--- src/rtl/riscv_attribute_section_parser_core_defines.svh ---
// ---------------------------------------------------------------------------
// Assertion macros for the RISC-V attributes section parser
// Shared by every module that carries concurrent checks.
// ---------------------------------------------------------------------------
`ifndef RISCV_ATTRIBUTE_SECTION_PARSER_CORE_DEFINES_SVH
`define RISCV_ATTRIBUTE_SECTION_PARSER_CORE_DEFINES_SVH

// Condition that must hold at every clock edge outside reset.
`define RASP_ASSERT_ALWAYS(lbl, cond, msg) \
	lbl: assert property (@(posedge clk) disable iff (!arst_n) (cond)) else $error(msg);

// Antecedent in this cycle implies the consequent in the next cycle.
`define RASP_ASSERT_NEXT(lbl, ante, cons, msg) \
	lbl: assert property (@(posedge clk) disable iff (!arst_n) (ante) |=> (cons)) \
		else $error(msg);

`endif

--- src/rtl/rasp_pkg.sv ---
// ---------------------------------------------------------------------------
// rasp_pkg
// Types and constants of the RISC-V attributes section parser.
// ---------------------------------------------------------------------------
package rasp_pkg;

	localparam int SECTION_MAX_BYTES = 1024;
	localparam int CNT_W = $clog2(SECTION_MAX_BYTES + 1);

	localparam logic [63:0] TAG_STACK_ALIGN = 64'd4;
	localparam logic [63:0] TAG_ARCH        = 64'd5;
	localparam logic [63:0] TAG_UNALIGNED   = 64'd6;

	localparam logic [6:0]  ULEB_SHIFT_MAX  = 7'd64;
	localparam logic [31:0] DATA_LEN_HDR    = 32'd5;

	typedef enum logic [1:0] {
		KIND_INT = 2'd0,
		KIND_STR = 2'd1,
		KIND_ERR = 2'd2
	} result_kind_t;

	typedef enum logic [2:0] {
		PH_VERSION = 3'd0,
		PH_SUBLEN  = 3'd1,
		PH_VENDOR  = 3'd2,
		PH_TAGFILE = 3'd3,
		PH_DATALEN = 3'd4,
		PH_TAG     = 3'd5,
		PH_VALUE   = 3'd6,
		PH_STRING  = 3'd7
	} phase_t;

	typedef struct packed {
		logic [7:0] byte_value;
		logic       first_byte;
	} in_item_t;

	typedef struct packed {
		logic [1:0]  result_kind;
		logic [63:0] attr_tag;
		logic [63:0] int_value;
		logic [7:0]  string_byte;
		logic        string_last;
		logic        recognized;
	} out_item_t;

	// Result of one byte step handed to the output buffer.
	typedef struct packed {
		logic      valid;
		out_item_t item;
	} step_res_t;

endpackage

--- src/rtl/riscv_attribute_section_parser_core.sv ---
// ---------------------------------------------------------------------------
// riscv_attribute_section_parser_core
// Byte-stream parser for RISC-V build-attributes sections.
// ---------------------------------------------------------------------------
// One section byte is taken per transfer and one byte can be taken every
// cycle: the whole parse step (header skipping, little-endian data length,
// ULEB128 tag/value decode, arch string pass-through, oversize check) is a
// single combinational step over the parse state registers. A byte that
// completes an integer attribute, carries an arch string byte, or first
// exceeds SECTION_MAX_BYTES gives one result, registered on its input
// transfer. Results go into a two-entry buffer (output register plus
// skid register), so input keeps flowing while a result waits; input
// stalls only while both entries are held. A byte with first_byte set
// restarts the parser before it is parsed. No result is produced after
// an oversize error until the next first mark.
// ---------------------------------------------------------------------------

module riscv_attribute_section_parser_core (
	input  logic                clk,
	input  logic                arst_n,
	input  logic                in_valid,
	output logic                in_ready,
	input  rasp_pkg::in_item_t  in_data,
	output logic                out_valid,
	input  logic                out_ready,
	output rasp_pkg::out_item_t out_data
);
	import rasp_pkg::*;

	logic      take;
	logic      buf_full;
	step_res_t step_res;

	// an input transfer advances the parse state by one byte
	assign in_ready = !buf_full;
	assign take     = in_valid && in_ready;

	rasp_parser u_parser (
		.clk     (clk),
		.arst_n  (arst_n),
		.take    (take),
		.in_item (in_data),
		.res     (step_res)
	);

	// result of this byte lands in the buffer in the same transfer
	rasp_out_buf u_out_buf (
		.clk       (clk),
		.arst_n    (arst_n),
		.push      (take && step_res.valid),
		.push_item (step_res.item),
		.full      (buf_full),
		.out_valid (out_valid),
		.out_ready (out_ready),
		.out_data  (out_data)
	);

endmodule

--- src/rtl/rasp_parser.sv ---
// ---------------------------------------------------------------------------
// rasp_parser
// Parse state registers and the per-byte next-state and result logic.
// ---------------------------------------------------------------------------
`include "riscv_attribute_section_parser_core_defines.svh"

module rasp_parser (
	input  logic               clk,
	input  logic               arst_n,
	input  logic               take,
	input  rasp_pkg::in_item_t in_item,
	output rasp_pkg::step_res_t res
);
	import rasp_pkg::*;

	phase_t            phase_q;
	logic [1:0]        hdr_cnt_q;
	logic [31:0]       data_len_q;
	logic [CNT_W-1:0]  attr_seen_q;
	logic [CNT_W-1:0]  sec_cnt_q;
	logic [63:0]       accum_q;
	logic [6:0]        shift_q;
	logic [63:0]       tag_q;
	logic              oversize_q;

	phase_t            phase_d;
	logic [1:0]        hdr_cnt_d;
	logic [31:0]       data_len_d;
	logic [CNT_W-1:0]  attr_seen_d;
	logic [CNT_W-1:0]  sec_cnt_d;
	logic [63:0]       accum_d;
	logic [6:0]        shift_d;
	logic [63:0]       tag_d;
	logic              oversize_d;

	// ULEB128 feed of the current byte into the effective accumulator
	logic [63:0] uleb_acc;
	logic [6:0]  uleb_shift;
	logic        uleb_done;
	logic [7:0]  shift_sum;
	logic [31:0] attr_lim;
	logic        attr_end;
	logic [7:0]  b;

	always_comb begin
		// first mark: start from the reset state
		phase_d     = phase_q;
		hdr_cnt_d   = hdr_cnt_q;
		data_len_d  = data_len_q;
		attr_seen_d = attr_seen_q;
		sec_cnt_d   = sec_cnt_q;
		accum_d     = accum_q;
		shift_d     = shift_q;
		tag_d       = tag_q;
		oversize_d  = oversize_q;
		if (in_item.first_byte) begin
			phase_d     = PH_VERSION;
			hdr_cnt_d   = '0;
			data_len_d  = '0;
			attr_seen_d = '0;
			sec_cnt_d   = '0;
			accum_d     = '0;
			shift_d     = '0;
			tag_d       = '0;
			oversize_d  = 1'b0;
		end

		b = in_item.byte_value;

		uleb_acc = accum_d;
		if (shift_d < ULEB_SHIFT_MAX) begin
			uleb_acc = accum_d | (64'(b[6:0]) << shift_d[5:0]);
		end
		shift_sum  = {1'b0, shift_d} + 8'd7;
		uleb_shift = (shift_sum > 8'(ULEB_SHIFT_MAX)) ? ULEB_SHIFT_MAX : shift_sum[6:0];
		uleb_done  = !b[7];

		res       = '0;
		attr_lim  = '0;
		attr_end  = 1'b0;

		if (oversize_d) begin
			// rest of the section is dropped
		end else if (sec_cnt_d >= CNT_W'(SECTION_MAX_BYTES)) begin
			oversize_d           = 1'b1;
			res.valid            = 1'b1;
			res.item.result_kind = KIND_ERR;
		end else begin
			sec_cnt_d = sec_cnt_d + 1'b1;
			if (phase_d >= PH_TAG) begin
				attr_seen_d = attr_seen_d + 1'b1;
			end

			case (phase_d)
				PH_VERSION: begin
					phase_d   = PH_SUBLEN;
					hdr_cnt_d = '0;
				end
				PH_SUBLEN: begin
					if (hdr_cnt_d == 2'd3) begin
						hdr_cnt_d = '0;
						phase_d   = PH_VENDOR;
					end else begin
						hdr_cnt_d = hdr_cnt_d + 1'b1;
					end
				end
				PH_VENDOR: begin
					if (b == 8'd0) begin
						phase_d = PH_TAGFILE;
					end
				end
				PH_TAGFILE: begin
					phase_d    = PH_DATALEN;
					hdr_cnt_d  = '0;
					data_len_d = '0;
				end
				PH_DATALEN: begin
					data_len_d = data_len_d | (32'(b) << {hdr_cnt_d, 3'b000});
					if (hdr_cnt_d == 2'd3) begin
						hdr_cnt_d   = '0;
						attr_seen_d = '0;
						attr_end    = 1'b1;
					end else begin
						hdr_cnt_d = hdr_cnt_d + 1'b1;
					end
				end
				PH_TAG: begin
					accum_d = uleb_acc;
					shift_d = uleb_shift;
					if (uleb_done) begin
						tag_d   = uleb_acc;
						accum_d = '0;
						shift_d = '0;
						phase_d = (uleb_acc == TAG_ARCH) ? PH_STRING : PH_VALUE;
					end
				end
				PH_VALUE: begin
					accum_d = uleb_acc;
					shift_d = uleb_shift;
					if (uleb_done) begin
						res.valid            = 1'b1;
						res.item.result_kind = KIND_INT;
						res.item.attr_tag    = tag_d;
						res.item.int_value   = uleb_acc;
						res.item.recognized  = (tag_d == TAG_STACK_ALIGN) ||
							(tag_d == TAG_UNALIGNED);
						attr_end = 1'b1;
					end
				end
				PH_STRING: begin
					res.valid            = 1'b1;
					res.item.result_kind = KIND_STR;
					res.item.attr_tag    = tag_d;
					res.item.string_byte = b;
					res.item.string_last = (b == 8'd0);
					res.item.recognized  = 1'b1;
					attr_end = (b == 8'd0);
				end
				default: begin
				end
			endcase

			// end of attribute: next tag or next sub-section
			if (attr_end) begin
				attr_lim = (data_len_d < DATA_LEN_HDR) ? 32'd0 : data_len_d - DATA_LEN_HDR;
				accum_d  = '0;
				shift_d  = '0;
				if (32'(attr_seen_d) >= attr_lim) begin
					phase_d   = PH_SUBLEN;
					hdr_cnt_d = '0;
				end else begin
					phase_d = PH_TAG;
				end
			end
		end
	end

	always_ff @(posedge clk or negedge arst_n) begin
		if (!arst_n) begin
			phase_q     <= PH_VERSION;
			hdr_cnt_q   <= '0;
			data_len_q  <= '0;
			attr_seen_q <= '0;
			sec_cnt_q   <= '0;
			accum_q     <= '0;
			shift_q     <= '0;
			tag_q       <= '0;
			oversize_q  <= 1'b0;
		end else if (take) begin
			phase_q     <= phase_d;
			hdr_cnt_q   <= hdr_cnt_d;
			data_len_q  <= data_len_d;
			attr_seen_q <= attr_seen_d;
			sec_cnt_q   <= sec_cnt_d;
			accum_q     <= accum_d;
			shift_q     <= shift_d;
			tag_q       <= tag_d;
			oversize_q  <= oversize_d;
		end
	end

	`RASP_ASSERT_ALWAYS(a_oversize_at_max, !oversize_q || (sec_cnt_q == CNT_W'(SECTION_MAX_BYTES)), "oversize flag set below the section limit")
	`RASP_ASSERT_ALWAYS(a_shift_sat, shift_q <= ULEB_SHIFT_MAX, "ULEB shift past saturation")
	`RASP_ASSERT_NEXT(a_err_sets_flag, take && res.valid && (res.item.result_kind == KIND_ERR), oversize_q, "error result without oversize flag")

endmodule

--- src/rtl/rasp_out_buf.sv ---
// ---------------------------------------------------------------------------
// rasp_out_buf
// Two-entry result buffer: output register plus skid register.
// ---------------------------------------------------------------------------
`include "riscv_attribute_section_parser_core_defines.svh"

module rasp_out_buf (
	input  logic                 clk,
	input  logic                 arst_n,
	input  logic                 push,
	input  rasp_pkg::out_item_t  push_item,
	output logic                 full,
	output logic                 out_valid,
	input  logic                 out_ready,
	output rasp_pkg::out_item_t  out_data
);
	import rasp_pkg::*;

	out_item_t out_q;
	out_item_t skid_q;
	logic      out_v_q;
	logic      skid_v_q;
	logic      pop;

	assign pop       = out_v_q && out_ready;
	assign full      = skid_v_q;
	assign out_valid = out_v_q;
	assign out_data  = out_q;

	always_ff @(posedge clk or negedge arst_n) begin
		if (!arst_n) begin
			out_v_q  <= 1'b0;
			skid_v_q <= 1'b0;
		end else begin
			if (!out_v_q) begin
				out_v_q <= push;
			end else if (pop) begin
				if (skid_v_q) begin
					skid_v_q <= push;
				end else begin
					out_v_q <= push;
				end
			end else if (push) begin
				skid_v_q <= 1'b1;
			end
		end
	end

	always_ff @(posedge clk) begin
		if (!out_v_q) begin
			if (push) begin
				out_q <= push_item;
			end
		end else if (pop) begin
			if (skid_v_q) begin
				out_q <= skid_q;
				if (push) begin
					skid_q <= push_item;
				end
			end else if (push) begin
				out_q <= push_item;
			end
		end else if (push) begin
			skid_q <= push_item;
		end
	end

	`RASP_ASSERT_ALWAYS(a_skid_has_head, !skid_v_q || out_v_q, "skid entry without head entry")
	`RASP_ASSERT_ALWAYS(a_no_overflow, !(push && skid_v_q), "push into full buffer")
	`RASP_ASSERT_NEXT(a_skid_moves_up, pop && skid_v_q, out_v_q, "skid entry lost on transfer")

endmodule

--- config.mk ---
export PLATFORM = sky130hd
export DESIGN_NAME = riscv_attribute_section_parser_core
export DESIGN_NICKNAME = d
export VERILOG_FILES = /design/src/rtl/rasp_pkg.sv /design/src/rtl/riscv_attribute_section_parser_core.sv /design/src/rtl/rasp_parser.sv /design/src/rtl/rasp_out_buf.sv
export VERILOG_INCLUDE_DIRS = /design/src /design/src/rtl
export SDC_FILE = /design/constraint.sdc
export NUM_CORES = 1
export LEC_CHECK = 0
export BUFFER_PORTS_ARGS = -buffer_cell sky130_fd_sc_hd__buf_2
export CAP_MARGIN = 20
export CORE_MARGIN = 2
export CORE_UTILIZATION = 40
export CTS_CLUSTER_DIAMETER = 200
export DETAILED_ROUTE_END_ITERATION = 6
export SETUP_SLACK_MARGIN = 0.3
export SKIP_CTS_REPAIR_TIMING = 1
export SLEW_MARGIN = 5
export SYNTH_ARGS = -nofsm -noshare
export SYNTH_HDL_FRONTEND = slang
export SYNTH_SLANG_ARGS = --single-unit
--- constraint.sdc ---
create_clock -name clk -period 14.7 [get_ports clk]
set_clock_uncertainty 0.15 [all_clocks]
set_input_delay 2.94 -clock clk [delete_from_list [all_inputs] [get_ports clk]]
set_output_delay 2.94 -clock clk [all_outputs]
set_load 0.01 [all_outputs]
[Word level (Yosys, flattened, before mapping)]
Index checks and enable logic that the tools add are counted.
Word-level totals
  word-level logic and storage cells: 147
  register bits: 477
  input port bits: 13
  output and inout bits: 142
Cells by class
  reduce and logical (&&, ||, !) cells: 12
  eq/ne operators: 13
  $add $sub $neg: 5
  magnitude comparators: 6
  bitwise logic cells: 2
  shift operators: 2
  multiplexer cells: 84
Operators by type and width (count)
  140-bit two-way mux: 7
  64-bit two-way mux: 12
  64-bit by 3-bit equality test with 1-bit output (second input constant): 3
  32-bit two-way mux: 6
  141-bit two-way mux: 1
  138-bit two-way mux: 1
  67-bit one-hot mux with 2 select lines: 1
  131-bit two-way mux: 1
  64-bit one-hot mux with 2 select lines: 1
  11-bit two-way mux: 11
  64-bit OR: 1
  32-bit one-hot mux with 2 select lines: 1
  7-bit by 6-bit left shift with 64-bit output: 1
  7-bit two-way mux: 6
  11-bit by 32-bit greater-or-equal comparator with 1-bit output: 1
  32-bit by 3-bit less-than comparator with 1-bit output (second input constant): 1
  32-bit OR: 1
  8-bit by 5-bit left shift with 32-bit output: 1
  32-bit by 3-bit subtractor with 32-bit output (second input constant): 1
  3-bit two-way mux: 9
  11-bit by 1-bit adder with 11-bit output (second input constant): 2
  1-bit two-way mux: 15
  3-bit one-hot mux with 5 select lines: 1
  7-bit one-hot mux with 2 select lines: 1
  other kinds (25): 38

[Logic depth before layout (Yosys ltp)]
  depth in word-level cells: 13
  gate-level depth with buffers: 25
  gate-level depth less buffers: 21

[Modules after synthesis]
From an unflattened synthesis, not the netlist that was laid out.
Second synthesis, totals
  cell total of the unflattened synthesis: 2331
  area, all modules: 24050.6 µm²
Modules (own cells, without submodules)
  rasp_parser: cells an instance 1568, times used 1, area each 12537.0 µm², seq. area each 4879.7 µm²
  rasp_out_buf: cells an instance 760, times used 1, area each 11494.8 µm², seq. area each 8458.1 µm²
  riscv_attribute_section_parser_core: cells an instance 3, times used 1, area each 18.8 µm², seq. area each 0.0 µm²

[Worst setup path before layout]
OpenSTA, ideal clock, no wires.
  path kind: input -> register
  start: in out_ready
  end: reg u_out_buf.skid_q[0] in the netlist's numbering, enable pin
  arrival time: 12.051 ns
  path slack: 1.858 ns
  stages on the path: 3
  buffers on the path: 0
  path through: nand2b_1 > nor2b_1 > nor2_1
Between the ends
  cells in the longest elaborated chain, start to end: 3
Ends and longest elaborated chain
  start, declared: RTL line riscv_attribute_section_parser_core.sv:25  | input logic out_ready,
  1-bit logical AND: RTL line rasp_out_buf.sv:25  | assign pop = out_v_q && out_ready;
  2-bit by 1-bit inequality test with 1-bit output (no source line)
  2-bit AND reduction (no source line)
  end signal, assigned: RTL line rasp_out_buf.sv:58  | skid_q <= push_item;
  end signal, assigned: RTL line rasp_out_buf.sv:64  | skid_q <= push_item;
  end, declared: RTL line rasp_out_buf.sv:20  | out_item_t skid_q;
No other way between the ends.
A chain may end at the register's enable or synchronous reset.

==> summary.txt <==
Setup path
  – Reg2reg end: u_parser.hdr_cnt_q[0]
  – Cells along the critical path: buf_2 > buf_4 > inv_2 > buf_4 > nand4_1 > a31o_4 > nor2_4 > buf_4 > buf_4
  – Critical Path Fanout Max: 64
  – CP max stage delay: 0.83 ns
  – Critical Path Source: in_data[0]
  – CP arrival: 7.90 ns
  – CP most frequent cell: buf_4
  – Crit path to: u_out_buf.skid_q[27]
  – Reg2reg setup slack: 8.68 ns
  – Crit path capture type: flop
  – Slowest-stage cell, CP: buf_4
  – Data required, critical path: 14.76 ns
  – Crit path kind: in2reg
  – R2R cell count: 16
  – Worst Setup Start Kind: primary input
  – RR Startpoint: u_parser.phase_q[0]

Final layout
  – Nets: 2,456
  – Fin cells: 3,245
  – Fin util: 0.459
  – Layout area overhead: 13.1%
  – Layout cell share with drive strength beyond 1: 0.134
  – Most frequent cells in the layout: nand2_1 (363), o21ai_0 (283), edfxtp_1 (280), dfrtp_1 (197), buf_2 (153)
  – Commonest non-fill, non-tap cell in the layout: nand2_1

Floorplanning
  – Die H: 249 um
  – Die area: 62,100 sq um
  – Initial Util: 0.406
  – Core box area: 59,200 sq um
  – Chip width: 249 um
  – IO Pins: 155
  – Num rows: 89

Route
  – Final ANT Viol Nets: 0
  – Initial DRT Pass Iterations: 6
  – Wirelength, routed: 77,900 um
  – Wire per inst: 24.0 um
  – # DRC: 0
  – Via count: 19.3k
  – Initial DRC Count: 1,628
  – Vias per cell: 5.95

Clock network
  – TritonCTS clock tree: done
  – Root buf cell: clkbuf_16
  – H-tree levels: 2
  – CTS max path bufs: 3
  – Num CTS Buffers: 52
  – Clock slew seen by the registers of the worst setup and hold paths: 0.06 ns
  – Clk_lat worst skew: 0.61 ns
  – Num Clock Sinks: 477

Timing
  – Fin. max-slew vios: 0
  – Fin crit share: 0.533
  – Final hold viol count: 0
  – Setup TNS Final: 0 ns
  – Unrepaired setup endpoints after global routing: no
  – Maximum clock rate: 0.128 GHz
  – Worst-margin pin slew: 1.18 ns
  – Relative slew slack: 0.203
  – Setup Viol. Count Final: 0
  – Post-route minimum period: 7.84 ns

Synth
  – YS warnings: 0
  – XOR/XNOR Fraction of Synth Area: 0.0102
  – Yosys reg bits: 477
  – Mean Syn Cell Area: 10.2 sq um
  – Post-synthesis sequential area ratio: 0.554
  – Most used flip-flop cell after synthesis: edfxtp_1
  – Ys async rst share: 0.413
  – Area share of and/or/nand/nor cells after synthesis: 0.170
  – Post-synthesis mux area share: 0.0531
  – Post-synthesis compound-gate area fraction: 0.170
  – Number of synthesized flops with an enable pin: 280
  – Post-Synth Adder-Cell Area: 0.00832
  – Largest family of logic cells by synthesized area: compound AO/OA/AOI/OAI gates
  – Synthesized area: 24,100 sq um
  – Unique cell type count in the Yosys netlist: 94
  – Instance count of the mapped netlist: 2,351
  – Syn Nets: 2,380

Global route
  – Initial antenna violation count: 0
  – Vias in the first global route: 18.5k
  – Global-route usage over all layers: 0.246
  – First-pass GRT wire length: 119,000 um
  – Total grt overflow: 0
  – Maximum number of pins on one net before global-route repair: 221

Placed design
  – # placed instances: 3,145
  – PortBufs: 154
  – GPL Wtd Cong: 0.929
  – Hpwl dp: 52,100 um

Min path
  – Worst hold path depth: 2
  – Type of the worst min-delay path: reg2reg

Run status
  – Status: finished clean

Power
  – Maximum vdd ir drop: 0.105 mV
  – Pwr dens: 168 nW/um^2
  – Leak: 10.6 nW

Flow run
  – Max-cap violations: 0
[worst min path at each step]
stage                         start                    to  slack [ns]
2_1_floorplan   u_parser.accum_q[0]   u_parser.accum_q[0]        0.29
3_3_place_gp    u_parser.accum_q[0]   u_parser.accum_q[0]        0.31
3_5_place_dp    u_parser.accum_q[0]   u_parser.accum_q[0]        0.32
4_1_cts         u_parser.accum_q[0]   u_parser.accum_q[0]        0.33
5_1_grt        u_parser.accum_q[22]  u_parser.accum_q[22]        0.36
6_report       u_parser.accum_q[13]  u_parser.accum_q[13]        0.33
[sequential cells by signal, indices dropped and copies added (netlist names), 2 cells and up]
register / count
u_parser.data_len_q: 32
u_parser.attr_seen_q: 11
u_parser.hdr_cnt_q: 2
u_parser.tag_q: 64
u_out_buf.skid_q: 140
u_parser.phase_q: 3
u_parser.shift_q: 7
u_out_buf.out_data: 140
u_parser.sec_cnt_q: 11
u_parser.accum_q: 64
[cell usage after synthesis, drive strengths merged (16+ instances only)]
library cell,number,area [sq um]
a21oi,94,474
a22o,56,490
a22oi,29,236
a31oi,17,106
and2,89,557
buf,53,280
clkbuf,122,458
dfrtp,197,4930
edfxtp,280,8410
ha,16,200
inv,23,86.3
mux2i,108,1090
nand2,364,1370
nand3,28,140
nand4,19,119
nor2,152,571
nor2b,21,131
nor3,89,450
nor4,29,188
o21ai,310,1550
o31ai,18,135
[cell type report]
class	count	area, sq um
diodes	1	2.50
clock buffers	72	1500
clock inverters	26	211
fillers	5491	32000
inverters	23	86.3
multi-input cells	1676	9980
flip-flops and latches	477	13300
well taps	773	967
repair buffers	197	1120
[through the flow]
step | setup WS, ns | area (sq um) | power [W] | hold slack (ns)
3_3_place_gp | 6.47 | 25500 | 0.00326 | 0.309
2_1_floorplan | 1.86 | 24100 | 0.00273 | 0.292
5_1_grt | 6.60 | 27200 | 0.00481 | 0.359
6_report | 6.86 | 27200 | 0.00457 | 0.332
3_5_place_dp | 6.28 | 25500 | 0.00328 | 0.317
4_1_cts | 6.91 | 27200 | 0.00460 | 0.332
[worst max-delay path, delay by kind of cell]
kind / cells / cell delay [ns]
AO/OA/AOI/OAI: 1 / 0.56
AND/OR/NAND/NOR: 2 / 1.22
buffers and inverters: 6 / 2.97
[metal layers]
layer | global-route usage | routed length, um | vias up
li1 | - | - | 8791
met1 | 0.341 | 34400 | 9752
met2 | 0.404 | 37400 | 634
met3 | 0.0306 | 4020 | 119
met4 | 0.0744 | 2100 | 0
met5 | 0 | 0 | -
[power breakdown]
part	internal (W)	switching [W]	leakage, nW
clock network	0.000752	0.000565	0.831
registers	0.00173	0.000222	5.85
logic	0.000480	0.000828	3.92
total	0.00296	0.00161	10.6
[kinds of logic after synthesis]
logic type / after synthesis
flip-flops: 477
AND/OR/NAND/NOR: 864
buffers and inverters: 198
multiplexers: 121
XOR/XNOR: 28
AO/OA/AOI/OAI: 647
adder cells (fa/ha/maj): 16
Note: power is estimated with default switching activity, not from simulation.
